File: src/hdl/tdm_ram.sv
// Generic simple dual-port RAM with one write port and a registered read port.
// No dependencies.
`timescale 1ns / 1ps

module tdm_ram #(
  parameter int Width = 8,
  parameter int Depth = 256
) (
  input  logic                     clk_i,
  input  logic                     we_i,
  input  logic [$clog2(Depth)-1:0] waddr_i,
  input  logic [Width-1:0]         wdata_i,
  input  logic                     re_i,
  input  logic [$clog2(Depth)-1:0] raddr_i,
  output logic [Width-1:0]         rdata_o
);

  logic [Width-1:0] mem_q [Depth];
  logic [Width-1:0] rdata_q;

  always_ff @(posedge clk_i) begin
    if (we_i) begin
      mem_q[waddr_i] <= wdata_i;
    end
    if (re_i) begin
      rdata_q <= mem_q[raddr_i];
    end
  end

  assign rdata_o = rdata_q;

endmodule

File: config.mk
export PLATFORM = sky130hd
export DESIGN_NAME = tdm_ram
export DESIGN_NICKNAME = d
export VERILOG_FILES = /design/src/hdl/tdm_ram.sv
export SDC_FILE = /design/constraint.sdc
export NUM_CORES = 2
export LEC_CHECK = 0
export ABC_AREA = 1
export BUFFER_PORTS_ARGS = -buffer_cell sky130_fd_sc_hd__buf_2
export CORE_AREA = 2 2 417 336
export DETAILED_ROUTE_END_ITERATION = 8
export DIE_AREA = 0 0 419 338
export HOLD_SLACK_MARGIN = 0.05
export PLACE_DENSITY = 0.76
export SYNTH_ARGS = -nofsm -noshare
export SYNTH_HDL_FRONTEND = slang
export SYNTH_SLANG_ARGS = --single-unit
File: constraint.sdc
create_clock -name clk_i -period 2.3 [get_ports clk_i]
set_input_delay 0.115 -clock clk_i [delete_from_list [all_inputs] [get_ports clk_i]]
set_output_delay 0.115 -clock clk_i [all_outputs]
set_load 0.01 [all_outputs]
==> flow_summary.ini <==
[layout]
num-nets-final = 7325
fin_util_pct = 69.1
drive_gt1_share_pct = 11.3
fillers = 9058
syn_to_final_growth_pct = 13.8

[setup_path]
crit_slowest_cell = edfxtp_1
critical_path.reg2reg.startpoint = mem_q[148][7]
crit_buf_inv = 0
cp_common_cell = nand3_1
critical-path-max-stage-delay_ns = 0.38
cp.required_ns = 2.87
r2r_end = rdata_o[7]
reg2reg_slack_ns = 0.22
arrival_ns = 2.65
rr_worst_depth = 10
crit_family = simple AND/OR/NAND/NOR gates
start_kind = register
crit_type = reg -> reg
cp_cell_sequence = nand2_1 > nand3_1 > nand3_1 > nand3_1 > nand3_1 > nand3_1 > nand3_1 > nand2_1 > nand2_1 > nand2_1
critPathCaptureType = register
cp_max_fo = 1

[synth]
synth.largest_area_cell = edfxtp_1
synth.top_cell.area_share_pct = 74.0
syn_area_per_cell_um2 = 11.9
synth_area_leaders = edfxtp_1 (74%), nand3_1 (12%), nand2_1 (9.5%)
syn-num-nets = 7030
yosysWarnings = 0
synth-seq-cells = 2056
yosysUniqueCellTypes = 13
syn_inst = 7003
synthesis.area_um2 = 83500
seq_area_frac_synth_pct = 74.0

[power_and_ir_drop]
total_leakage_power_nw = 33.9
pwr-share-clk_pct = 39.6
pwr-share-comb_pct = 6.6
internal-power_mw = 59.5
peakVddDrop_uv = 790
seqPwrFrac_pct = 53.7
p_sw_mw = 17.4
p_per_area_nw_per_um2 = 810
switching_share_pct = 22.6

[sta]
min_period_over_period_pct = 90.5
finalHoldViolCount = 0
setup_viol = 0
grt_setup_unrepaired = false
layout_setup_ws_ns = 0.218
layout_min_cycle_time_ns = 2.08
finClkSkew_ns = 0.0219
finalMaxSlewViolations = 0
worst_pin_slew_ns = 0.902
relSlewSlack_pct = 39.8
fmax_mhz = 480

[placement]
pre_cts_ws_ns = -0.174
portBuffers = 34
hpwlAfterDp_mm = 138
place.gp.congestion = 0.930

[floorplanning]
dieArea_um2 = 142000
rows = 122
die_y_um = 338
fp.coreArea_um2 = 138000
initial_core_util_pct = 60.7
io_pins = 35
die_w_um = 419

[route]
drtAntennaViolNets = 0
drt_iter0_drc = 9599
top_layer = met5
vias_per_cell = 6.28
met1Wirelength_mm = 84.4
met2WireLength_mm = 103
post_drt_wl_per_cell_um = 24.6
first_pass_iters = 7
vias = 58492
route.detailed.drc = 0
wl_mm = 229
wl_met3_mm = 31.5

[clock_tree]
clockBufferDepth = 3
postCtsSetupBuffers = 0
clkLatencyLatePin_ns = 0.83
ctsRootBufferMaster = clkbuf_16
h-tree-depth = 4
cts_made_buffers = 187
clkTransAtPathRegs_ns = 0.06
clock-sinks = 2056
cts_tree = yes

[global_routing]
antenna_found_initial = 11
grt.total_usage_pct = 32.4
grt_pass1_wl_mm = 342
grt_pass1_vias = 55736
grt_max_degree = 105
grt_overflow = 0

[hold_path]
hold_class = in -> reg
min_to = rdata_o[2]
hp-start = raddr_i[6]
min_path_cells = 5

[status]
outcome = finished clean

[job]
drv_cap = 0
==> sequential cells by signal (all words and copies together), names as in the netlist <==
name	flops
mem_q	2048
rdata_o	8
==> synthesized netlist by cell type (all sizes together) <==
cell type	number
nor2	283
nand3	2019
clkbuf	112
nand2	2123
inv	39
buf	371
edfxtp	2056
==> cells in the final DEF, fill, tap and decap left out <==
| cell | Yosys | final |
|---|---|---|
| nand2_1 | 2123 | 2123 |
| edfxtp_1 | 2056 | 2056 |
| nand3_1 | 2019 | 2019 |
| buf_4 | 46 | 447 |
| nor2_1 | 283 | 283 |
| clkbuf_16 | 0 | 188 |
| buf_12 | 0 | 97 |
| clkinv_1 | 0 | 39 |
| clkbuf_1 | 112 | 37 |
| inv_1 | 36 | 34 |
| clkinv_2 | 0 | 30 |
| buf_2 | 268 | 22 |
| bufinv_16 | 0 | 16 |
| diode_2 | 0 | 12 |
| dlygate4sd3_1 | 0 | 12 |
| buf_8 | 1 | 11 |
| inv_6 | 0 | 9 |
| clkinvlp_4 | 0 | 9 |
| inv_16 | 0 | 4 |
| clkinv_8 | 0 | 3 |
| inv_8 | 0 | 2 |
| inv_4 | 1 | 1 |
| inv_2 | 2 | 1 |
==> stage by stage <==
stage	setup TNS (ns)	instance area [um^2]	hold slack (ns)	cells	power (mW)
final	0	95000	0.0992	9315	76.9
after detailed placement	-0.630	89000	0.507	8957	47.1
after floorplan	0	83500	0.214	7003	44.7
after global routing	0	95000	0.121	9308	78.7
after global placement	-0.483	89000	0.506	8957	46.9
after CTS	0	95000	0.0501	9303	76.9
==> worst min-delay path, stage by stage <==
cell and delay (ns):
buf_2 0.29, nand3_1 0.17, nand2_1 0.05, nand2_1 0.05
nand2_1 0.05
==> power by group through the flow <==
stage	combinational (mW)	clock, mW	sequential [mW]
final	5.11	30.5	41.3
after global routing	5.42	31.9	41.3
after detailed placement	4.92	0	42.1
after global placement	4.80	0	42.1
after CTS	4.98	30.6	41.3
after floorplan	2.55	0	42.1
==> how the worst max path moves through the flow <==
stage / start / end / slack, ns / depth (start not counted)
5_1_grt: mem_q[148][7] / rdata_o[7] / 0.16 / 10
4_1_cts: mem_q[148][7] / rdata_o[7] / 0.31 / 10
2_1_floorplan: we_i / mem_q[162][0] / 0.69 / 4
3_3_place_gp: raddr_i[0] / rdata_o[3] / -0.17 / 15
6_report: mem_q[148][7] / rdata_o[7] / 0.22 / 10
3_5_place_dp: raddr_i[0] / rdata_o[3] / -0.17 / 15
==> layer usage <==
metal | vias up | GRT usage, %
li1 | 25464 | -
met2 | 4361 | 48.0
met1 | 27993 | 45.9
met4 | 8 | 15.1
met3 | 666 | 7.89
met5 | - | 0
==> timing repair <==
action	4_1_cts	5_1_grt
hold buffers	12	0
hold endpoints to repair	2046	0
resized for setup	0	0
==> kinds of logic after synthesis <==
kind of cell           Yosys count  share of synthesized area, %
buffers and inverters          522                          3.12
AND/OR/NAND/NOR               4425                          22.9
flip-flops                    2056                          74.0
==> final cells by class <==
cell class,instances,area [um^2],area share (%)
diodes,12,30.0,0.0316
clock buffers,225,4840,5.10
flip-flops and latches,2056,61700,65.0
well taps,1860,2330,2.45
clock inverters,109,1030,1.09
repair buffers,589,5690,5.99
multi-input cells,4425,19100,20.1
inverters,39,180,0.190
No activity file was read; power rests on OpenSTA's default activity.
